[src/ubtq_pkg.sv]
`timescale 1ns / 1ps
package ubtq_pkg;
   localparam int RX_DEPTH     = 128;
   localparam int TX_DEPTH     = 256;
   localparam int WAITER_DEPTH = 16;
   localparam int CHUNK_MAX    = 8;
   localparam int ID_BITS      = 8;
   localparam int RX_AW = $clog2(RX_DEPTH);
   localparam int TX_AW = $clog2(TX_DEPTH);
   localparam int WT_AW = (WAITER_DEPTH > 1) ? $clog2(WAITER_DEPTH) : 1;
   localparam int RX_FW = $clog2(RX_DEPTH + 1);
   localparam int TX_FW = $clog2(TX_DEPTH + 1);
   localparam int WT_FW = $clog2(WAITER_DEPTH + 1);
   localparam int CH_CW = $clog2(CHUNK_MAX + 1);

   typedef enum logic [2:0] {
      OP_GET = 3'd0, OP_POLL = 3'd1, OP_PUT = 3'd2, OP_RXB = 3'd3,
      OP_TXRDY = 3'd4, OP_CHUNK = 3'd5, OP_BAD6 = 3'd6, OP_BAD7 = 3'd7
   } op_type;

   typedef enum logic [1:0] {
      ST_OK = 2'd0, ST_EMPTY = 2'd1, ST_BLOCK = 2'd2, ST_ERR = 2'd3
   } status_type;

   typedef enum logic [1:0] {
      DST_REQ = 2'd0, DST_WAITER = 2'd1, DST_TX = 2'd2
   } dest_type;

   localparam int CSR_RX_EN = 0;
   localparam int CSR_TX_EN = 1;

   typedef enum logic [2:0] {
      S_IDLE, S_READ, S_CHUNK, S_WAKE, S_REPLY
   } state_type;
endpackage

[src/uart_buffered_terminal_queues.sv]
`timescale 1ns / 1ps
// the request is decided in the read state and its result shown in the reply state; a chunk
// write first passes through the chunk state, as the tx memory has a single write port
// busy is high from the accepting edge until the last result, if any, has been shown
// reset: synchronous, active high; pointers, fill counts and parked flag clear, both
// enables set; memories are not cleared. results cannot be stalled by the receiver
module uart_buffered_terminal_queues (
   input  logic        clock,
   input  logic        reset,
   input  logic        start,
   output logic        busy,
   input  logic [2:0]  req_opcode,
   input  logic [7:0]  req_client_id,
   input  logic [7:0]  req_data_byte,
   input  logic [3:0]  req_chunk_length,
   input  logic [63:0] req_chunk_bytes,
   output logic        rsp_valid,
   output logic [1:0]  rsp_destination,
   output logic [7:0]  rsp_target_id,
   output logic [1:0]  rsp_status,
   output logic [7:0]  rsp_reply_byte,
   output logic        rsp_last,
   input  logic        csr_write,
   input  logic [0:0]  csr_index,
   input  logic [0:0]  csr_data
);
   import ubtq_pkg::*;

   state_type state_ff, state_in;
   logic rx_en_ff, tx_en_ff, parked_ff, parked_in;
   logic [RX_AW-1:0] rx_rp_ff, rx_rp_in, rx_wp_ff, rx_wp_in;
   logic [RX_FW-1:0] rx_fill_ff, rx_fill_in;
   logic [TX_AW-1:0] tx_rp_ff, tx_rp_in, tx_wp_ff, tx_wp_in;
   logic [TX_FW-1:0] tx_fill_ff, tx_fill_in;
   logic [WT_AW-1:0] wt_rp_ff, wt_rp_in, wt_wp_ff, wt_wp_in;
   logic [WT_FW-1:0] wt_fill_ff, wt_fill_in;

   op_type op_ff, op_in;
   logic [ID_BITS-1:0] id_ff, id_in;
   logic [7:0] data_ff, data_in;
   logic [CH_CW-1:0] len_ff, len_in, cnt_ff, cnt_in;
   logic [63:0] chunk_ff, chunk_in;
   logic wake_ff, wake_in;
   logic [1:0] stat_ff, stat_in;
   logic byte_sel_ff, byte_sel_in; // reply carries memory byte

   logic rx_we, tx_we, wt_we;
   logic [7:0] rx_wd, tx_wd, rx_rd, tx_rd;
   logic [ID_BITS-1:0] wt_rd;
   logic [7:0] tx_rd_hold_ff, tx_rd_hold_in;
   logic tx_byp_ff, tx_byp_in;
   logic [7:0] tx_byp_data_ff, tx_byp_data_in;

   logic [TX_FW-1:0] tx_free;
   logic len_bad;

   ubtq_fifo_ram #(.DEPTH(RX_DEPTH), .WIDTH(8)) u_rx (
      .clock(clock), .wr_en(rx_we), .wr_addr(rx_wp_ff), .wr_data(rx_wd),
      .rd_addr(rx_rp_ff), .rd_data(rx_rd));
   ubtq_fifo_ram #(.DEPTH(TX_DEPTH), .WIDTH(8)) u_tx (
      .clock(clock), .wr_en(tx_we), .wr_addr(tx_wp_ff), .wr_data(tx_wd),
      .rd_addr(tx_rp_ff), .rd_data(tx_rd));
   ubtq_fifo_ram #(.DEPTH(1 << WT_AW), .WIDTH(ID_BITS)) u_wt (
      .clock(clock), .wr_en(wt_we), .wr_addr(wt_wp_ff), .wr_data(id_ff),
      .rd_addr(wt_rp_ff), .rd_data(wt_rd));

   function automatic logic [RX_AW-1:0] rx_nx(input logic [RX_AW-1:0] p);
      rx_nx = (p == RX_AW'(RX_DEPTH - 1)) ? '0 : p + 1'b1;
   endfunction
   function automatic logic [TX_AW-1:0] tx_nx(input logic [TX_AW-1:0] p);
      tx_nx = (p == TX_AW'(TX_DEPTH - 1)) ? '0 : p + 1'b1;
   endfunction
   function automatic logic [WT_AW-1:0] wt_nx(input logic [WT_AW-1:0] p);
      wt_nx = (p == WT_AW'(WAITER_DEPTH - 1)) ? '0 : p + 1'b1;
   endfunction

   assign tx_free = TX_FW'(TX_DEPTH) - tx_fill_ff;
   assign len_bad = (len_ff == '0) || (len_ff > CH_CW'(CHUNK_MAX));

   always_ff @(posedge clock) begin
      if (reset) begin
         state_ff <= S_IDLE;
         rx_en_ff <= 1'b1; tx_en_ff <= 1'b1; parked_ff <= 1'b0;
         rx_rp_ff <= '0; rx_wp_ff <= '0; rx_fill_ff <= '0;
         tx_rp_ff <= '0; tx_wp_ff <= '0; tx_fill_ff <= '0;
         wt_rp_ff <= '0; wt_wp_ff <= '0; wt_fill_ff <= '0;
      end else begin
         state_ff <= state_in; parked_ff <= parked_in;
         rx_rp_ff <= rx_rp_in; rx_wp_ff <= rx_wp_in; rx_fill_ff <= rx_fill_in;
         tx_rp_ff <= tx_rp_in; tx_wp_ff <= tx_wp_in; tx_fill_ff <= tx_fill_in;
         wt_rp_ff <= wt_rp_in; wt_wp_ff <= wt_wp_in; wt_fill_ff <= wt_fill_in;
         if (csr_write && csr_index == 1'(CSR_RX_EN)) rx_en_ff <= csr_data[0];
         if (csr_write && csr_index == 1'(CSR_TX_EN)) tx_en_ff <= csr_data[0];
      end
   end

   always_ff @(posedge clock) begin
      op_ff <= op_in; id_ff <= id_in; data_ff <= data_in; len_ff <= len_in;
      cnt_ff <= cnt_in; chunk_ff <= chunk_in; wake_ff <= wake_in;
      stat_ff <= stat_in; byte_sel_ff <= byte_sel_in; tx_rd_hold_ff <= tx_rd_hold_in;
      tx_byp_ff <= tx_byp_in; tx_byp_data_ff <= tx_byp_data_in;
   end

   always_comb begin
      state_in = state_ff; parked_in = parked_ff;
      rx_rp_in = rx_rp_ff; rx_wp_in = rx_wp_ff; rx_fill_in = rx_fill_ff;
      tx_rp_in = tx_rp_ff; tx_wp_in = tx_wp_ff; tx_fill_in = tx_fill_ff;
      wt_rp_in = wt_rp_ff; wt_wp_in = wt_wp_ff; wt_fill_in = wt_fill_ff;
      op_in = op_ff; id_in = id_ff; data_in = data_ff; len_in = len_ff;
      cnt_in = cnt_ff; chunk_in = chunk_ff; wake_in = wake_ff;
      stat_in = stat_ff; byte_sel_in = byte_sel_ff; tx_rd_hold_in = tx_rd_hold_ff;
      rx_we = 1'b0; tx_we = 1'b0; wt_we = 1'b0;
      rx_wd = data_ff; tx_wd = data_ff;
      busy = (state_ff != S_IDLE);
      rsp_valid = 1'b0; rsp_destination = DST_REQ; rsp_target_id = 8'(id_ff);
      rsp_status = stat_ff; rsp_reply_byte = '0; rsp_last = 1'b1;
      unique case (state_ff)
         S_IDLE: begin
            if (start) begin
               op_in = op_type'(req_opcode);
               id_in = req_client_id[ID_BITS-1:0];
               data_in = req_data_byte;
               len_in = CH_CW'(req_chunk_length);
               if (req_chunk_length > 4'(CHUNK_MAX)) len_in = '0;
               chunk_in = req_chunk_bytes;
               cnt_in = '0;
               state_in = S_READ;
            end
         end
         S_READ: begin
            // decide; memory reads at current read pointers land next cycle
            wake_in = 1'b0; byte_sel_in = 1'b0; stat_in = ST_OK;
            state_in = S_REPLY;
            unique case (op_ff)
               OP_GET, OP_POLL: begin
                  if (rx_fill_ff != '0) begin
                     byte_sel_in = 1'b1;
                     rx_rp_in = rx_nx(rx_rp_ff); rx_fill_in = rx_fill_ff - 1'b1;
                  end else if (op_ff == OP_POLL) stat_in = ST_EMPTY;
                  else if (!rx_en_ff || wt_fill_ff >= WT_FW'(WAITER_DEPTH)) stat_in = ST_ERR;
                  else begin
                     wt_we = 1'b1; wt_wp_in = wt_nx(wt_wp_ff);
                     wt_fill_in = wt_fill_ff + 1'b1; state_in = S_IDLE;
                  end
               end
               OP_PUT: begin
                  if (!tx_en_ff || tx_fill_ff >= TX_FW'(TX_DEPTH)) stat_in = ST_ERR;
                  else begin
                     tx_we = 1'b1; tx_wp_in = tx_nx(tx_wp_ff);
                     tx_fill_in = tx_fill_ff + 1'b1;
                     wake_in = parked_ff;
                     if (parked_ff) state_in = S_WAKE;
                  end
               end
               OP_RXB: begin
                  if (!rx_en_ff) stat_in = ST_ERR;
                  else if (wt_fill_ff != '0) begin
                     wt_rp_in = wt_nx(wt_rp_ff); wt_fill_in = wt_fill_ff - 1'b1;
                     wake_in = 1'b1; state_in = S_WAKE;
                  end else if (rx_fill_ff >= RX_FW'(RX_DEPTH)) stat_in = ST_ERR;
                  else begin
                     rx_we = 1'b1; rx_wp_in = rx_nx(rx_wp_ff);
                     rx_fill_in = rx_fill_ff + 1'b1;
                  end
               end
               OP_TXRDY: begin
                  if (!tx_en_ff || parked_ff) stat_in = ST_ERR;
                  else if (tx_fill_ff != '0) begin
                     byte_sel_in = 1'b1;
                     tx_rp_in = tx_nx(tx_rp_ff); tx_fill_in = tx_fill_ff - 1'b1;
                  end else begin
                     parked_in = 1'b1; state_in = S_IDLE;
                  end
               end
               OP_CHUNK: begin
                  if (len_bad || !tx_en_ff) stat_in = ST_ERR;
                  else if (TX_FW'(len_ff) > tx_free) stat_in = ST_BLOCK;
                  else begin
                     wake_in = parked_ff; state_in = S_CHUNK;
                  end
               end
               default: stat_in = ST_ERR;
            endcase
         end
         S_CHUNK: begin
            tx_we = 1'b1;
            tx_wd = chunk_ff[7:0];
            chunk_in = chunk_ff >> 8;
            tx_wp_in = tx_nx(tx_wp_ff); tx_fill_in = tx_fill_ff + 1'b1;
            cnt_in = cnt_ff + 1'b1;
            if (cnt_ff + 1'b1 == len_ff) state_in = wake_ff ? S_WAKE : S_REPLY;
         end
         S_WAKE: begin
            // tx read data at the read pointer, or the byte written at that address last edge
            if (op_ff == OP_RXB) begin
               rsp_valid = 1'b1; rsp_destination = DST_WAITER;
               rsp_target_id = 8'(wt_rd); rsp_reply_byte = data_ff; rsp_last = 1'b0;
               state_in = S_REPLY;
            end else begin
               rsp_valid = 1'b1; rsp_destination = DST_TX; rsp_target_id = '0;
               rsp_status = ST_OK; rsp_reply_byte = tx_byp_ff ? tx_byp_data_ff : tx_rd;
               rsp_last = 1'b0;
               tx_rp_in = tx_nx(tx_rp_ff); tx_fill_in = tx_fill_ff - 1'b1;
               parked_in = 1'b0; state_in = S_REPLY;
            end
         end
         S_REPLY: begin
            rsp_valid = 1'b1;
            if (byte_sel_ff)
               rsp_reply_byte = (op_ff == OP_TXRDY) ? tx_rd_hold_ff : rx_rd;
            state_in = S_IDLE;
         end
         default: state_in = S_IDLE;
      endcase
      // tx memory output changes after the read pointer moves; capture in read stage
      if (state_ff == S_READ) tx_rd_hold_in = tx_rd;
      // write and read of the same tx entry at one edge
      tx_byp_in = tx_we && (tx_wp_ff == tx_rp_ff);
      tx_byp_data_in = tx_wd;
   end
endmodule

[src/ubtq_fifo_ram.sv]
`timescale 1ns / 1ps
module ubtq_fifo_ram #(
   parameter int DEPTH = 16,
   parameter int WIDTH = 8
) (
   input  logic                     clock,
   input  logic                     wr_en,
   input  logic [$clog2(DEPTH)-1:0] wr_addr,
   input  logic [WIDTH-1:0]         wr_data,
   input  logic [$clog2(DEPTH)-1:0] rd_addr,
   output logic [WIDTH-1:0]         rd_data
);
   logic [WIDTH-1:0] mem [DEPTH];
   always_ff @(posedge clock) begin
      if (wr_en) mem[wr_addr] <= wr_data;
      rd_data <= mem[rd_addr];
   end
endmodule

[config.mk]
export PLATFORM = sky130hd
export DESIGN_NAME = uart_buffered_terminal_queues
export DESIGN_NICKNAME = d
export VERILOG_FILES = /design/src/ubtq_pkg.sv /design/src/uart_buffered_terminal_queues.sv /design/src/ubtq_fifo_ram.sv
export SDC_FILE = /design/constraint.sdc
export NUM_CORES = 2
export LEC_CHECK = 0
export BUFFER_PORTS_ARGS = -buffer_cell sky130_fd_sc_hd__buf_2
export CAP_MARGIN = 15
export CORE_UTILIZATION = 30
export CTS_CLUSTER_SIZE = 12
export DETAILED_ROUTE_END_ITERATION = 10
export PLACE_DENSITY = 0.46
export SYNTH_ARGS = -nofsm -noshare
export SYNTH_HDL_FRONTEND = slang
export SYNTH_HIERARCHICAL = 1
export SYNTH_SLANG_ARGS = --single-unit
[constraint.sdc]
create_clock -name clock -period 6.55 [get_ports clock]
set_input_delay 1.31 -clock clock [delete_from_list [all_inputs] [get_ports clock]]
set_output_delay 1.31 -clock clock [all_outputs]
set_load 0.01 [all_outputs]
==> summary.txt <==
Global route
  • Largest net degree at the start of global routing: between 150 and 200
  • Global route total overflow: 0
  • Vias in the first global route: ~67000
  • Global-route wire length before repair: 518000 um
  • Antenna violations before repair: 30
  • Total GRT Usage: 16.1%

Timing
  • Post-route setup slack: around 1.4 ns
  • Worst slew pin tran: 1.43 ns
  • Clock Skews: 0.0599 ns
  • Slew headroom: 4.46%
  • Fin crit share: between 70% and 80%
  • Final worst path period need: about 5.1 ns
  • Setup TNS Final: 0 ns
  • RSZ-0062 raised after global routing: no
  • Final setup viols: 0
  • Max Fclk: 196 MHz
  • Final Hold Vio Count: 0
  • Max-slew violation count: 0

Pwr
  • Maximum VDD drop: approximately 0.22 mV
  • Switching power: between 10 and 15 mW
  • Comb power frac: 5.3%
  • Power per cell area: 310 mW/mm2
  • Switching share of power: between 20 and 25%
  • Clk network pwr share: 43.2%
  • Internal Power: around 37 mW
  • P_leak: about 46 nW
  • Part of the power in registers: 51.5%

Worst hold path
  • Hold Path Class: flip-flop to flip-flop

Critical path
  • WP data required: 7.09 ns
  • Startpoint types: flip-flop
  • Max FO, Critical Path: 16
  • Critical path arrival: 5.65 ns
  • Type of the worst setup path: flip-flop to flip-flop
  • Worst setup EP type: flip-flop

Drt
  • Vias per inst: 5.06
  • Final ANT Viol Nets: 0
  • WL per Instance: around 28 um
  • WL final: 366000 um
  • # DRC: 50
  • Drt pass-1 iters: 11
  • DR vias: 65900
  • DRT iter0 DRCs: 6785

Yosys
  • Ys flop type: edfxtp_1
  • Cell with the most instances after synthesis: edfxtp_1
  • Avg Cell Area, Syn: 20.4 um2
  • Area leader, netlist: edfxtp_1
  • Synthesized area: 0.133 mm2
  • #FFs+latches synth: approximately 3400
  • Mapped Nets: 6642
  • Post-synth EDFFs: between 3000 and 4000
  • Sequential area share after synthesis: approximately 76%
  • Post-synth top area share: between 70% and 80%
  • Post-synth ARST share: 0%
  • Synth area leaders: edfxtp_1 74%, mux4_2 14%, dfxtp_1 1.5%
  • Yosys warning count: 6
  • Netlist cell types: 79
  • Cells after synthesis: 6522
  • Synth cell count leaders: 3303 x edfxtp_1, 808 x mux4_2, 500 x nor2_1, 294 x nand2_1, 187 x clkbuf_1

Cells and area
  • Design area: 0.153 mm2
  • Layout cell share with drive strength beyond 1: 23.5%
  • Area grow syn2layout: 14.7%
  • Final Net Count: 6928
  • Filler cells: 41000

Clocking
  • H-tree levels: 5
  • Resize count post-CTS: 0
  • Clock tree sinks: 3402
  • Post-CTS setup buffer count: 0
  • CTS max path bufs: 4
  • Num CTS Buffers: 370
  • Root Buffer: clkbuf_16
  • CTS clk-pin slew, worst paths: about 0.06 ns
  • Clk Latency, worst-skew pair: 0.96 ns
  • CTS tree: yes
  • Hold-fix buffers, CTS: 0

Placed design
  • I/O Buffers: 115
  • DP Area: 0.141 mm2
  • Pre-CTS WS: 1.45 ns
  • Placer Congestion: 0.817
  • HPWL after DPL: between 200000 and 250000 um

Floorplan
  • Core Footprint: 0.442 mm2
  • Ports: 116
  • Row Count: around 240
  • Die area: approximately 0.45 mm2
  • Die Span Y: 668 um
  • Starting Density: 30.2%
  • Die X-Extent: 668 um

Status
  • Failing checks: DRC
  • Status: complete, but fails checks

Flow run
  • Max Cap Viol: 0
metal layers:
layer / GRT usage (%) / wire length, um
met5: 0 / 7
met3: 3.71 / 28300
met1: 23.2 / 164000
met4: 3.03 / 6510
met2: 25.0 / 168000
stage by stage:
step | std cells | hold WS, ns | total power [mW] | util (%)
2_1_floorplan | 6522 | 0.408 | 26.5 | -
3_3_place_gp | 12300 | 0.486 | 27.4 | 31.9
3_5_place_dp | 12300 | 0.491 | 27.4 | 31.9
4_1_cts | 13000 | 0.472 | 47.9 | 34.6
5_1_grt | 13000 | 0.512 | 48.8 | 34.6
6_report | 13000 | 0.501 | 47.3 | 34.6
layout by cell type (no fill, tap or decap), drive strengths merged, types with 57 or more instances in the layout:
cell type,count
clkinv,142
nor2,500
mux2i,164
nand3,63
dfxtp,99
buf,286
a22oi,149
clkbuf,485
edfxtp,3303
nor2b,57
mux4,824
nand2,295
a21oi,134
sequential cells by signal, summed over array words and instances, names as in the netlist, 5 cells and up:
| register | count |
|---|---|
| rx_fill_ff | 8 |
| rx_wp_ff | 7 |
| u_rx/rd_data | 8 |
| tx_fill_ff | 9 |
| tx_wp_ff | 8 |
| tx_rd_hold_ff | 8 |
| data_ff | 8 |
| u_tx/mem | 2048 |
| tx_rp_ff | 8 |
| u_tx/rd_data | 8 |
| chunk_ff | 64 |
| wt_fill_ff | 5 |
| u_wt/rd_data | 8 |
| tx_byp_data_ff | 8 |
| u_rx/mem | 1024 |
| u_wt/mem | 128 |
| id_ff | 8 |
| rx_rp_ff | 7 |
final cells by class:
| cell class | count | area, um2 | share of cell area [%] |
|---|---|---|---|
| multi-input cells | 2727 | 30000 | 19.6 |
| flip-flops and latches | 3402 | 101000 | 66.2 |
| diodes | 8 | 20.0 | 0.0131 |
| clock buffers | 485 | 10100 | 6.59 |
| clock inverters | 182 | 1760 | 1.15 |
| repair buffers | 286 | 2250 | 1.47 |
| well taps | 5904 | 7390 | 4.83 |
| inverters | 21 | 78.8 | 0.0516 |
power groups by stage:
stage | clock network [mW] | registers, mW | logic [mW]
2_1_floorplan | 0 | 24.9 | 1.61
3_3_place_gp | 0 | 24.8 | 2.57
3_5_place_dp | 0 | 24.8 | 2.59
4_1_cts | 21.0 | 24.3 | 2.59
5_1_grt | 21.8 | 24.3 | 2.71
6_report | 20.4 | 24.3 | 2.52
logic make-up after synthesis:
family	after synthesis	synth area share, %
adders and majority gates	27	0.265
buffers and inverters	393	1.64
AOI/OAI and AO/OA	529	2.77
xor gates and xnor gates	59	0.388
muxes	997	15.3
DFF	3402	76.0
and+or+nand+nor	1115	3.70
worst max-delay path, stage by stage, from the launching register on:
cell and delay, ns:
dfxtp_1 0.53, or3b_1 0.60, inv_2 0.37, and3_1 0.25
and2_1 0.67, nor2b_1 0.44, nand2_1 0.84, nor2_1 0.97
path summary, 6_finish.rpt:
check        cells past startpoint                       start                         end  slack (ns)
min reg2reg                      2  wt_fill_ff[1]$_SDFFE_PP0P_  wt_fill_ff[1]$_SDFFE_PP0P_        0.50
max                              7    state_ff[0]$_SDFFE_PP0P_   u_rx/mem[52][4]$_DFFE_PP_        1.44
max reg2reg                      7    state_ff[0]$_SDFFE_PP0P_   u_rx/mem[52][4]$_DFFE_PP_        1.44
min                              2  wt_fill_ff[1]$_SDFFE_PP0P_  wt_fill_ff[1]$_SDFFE_PP0P_        0.50
Note: power is estimated with default switching activity, not from simulation.
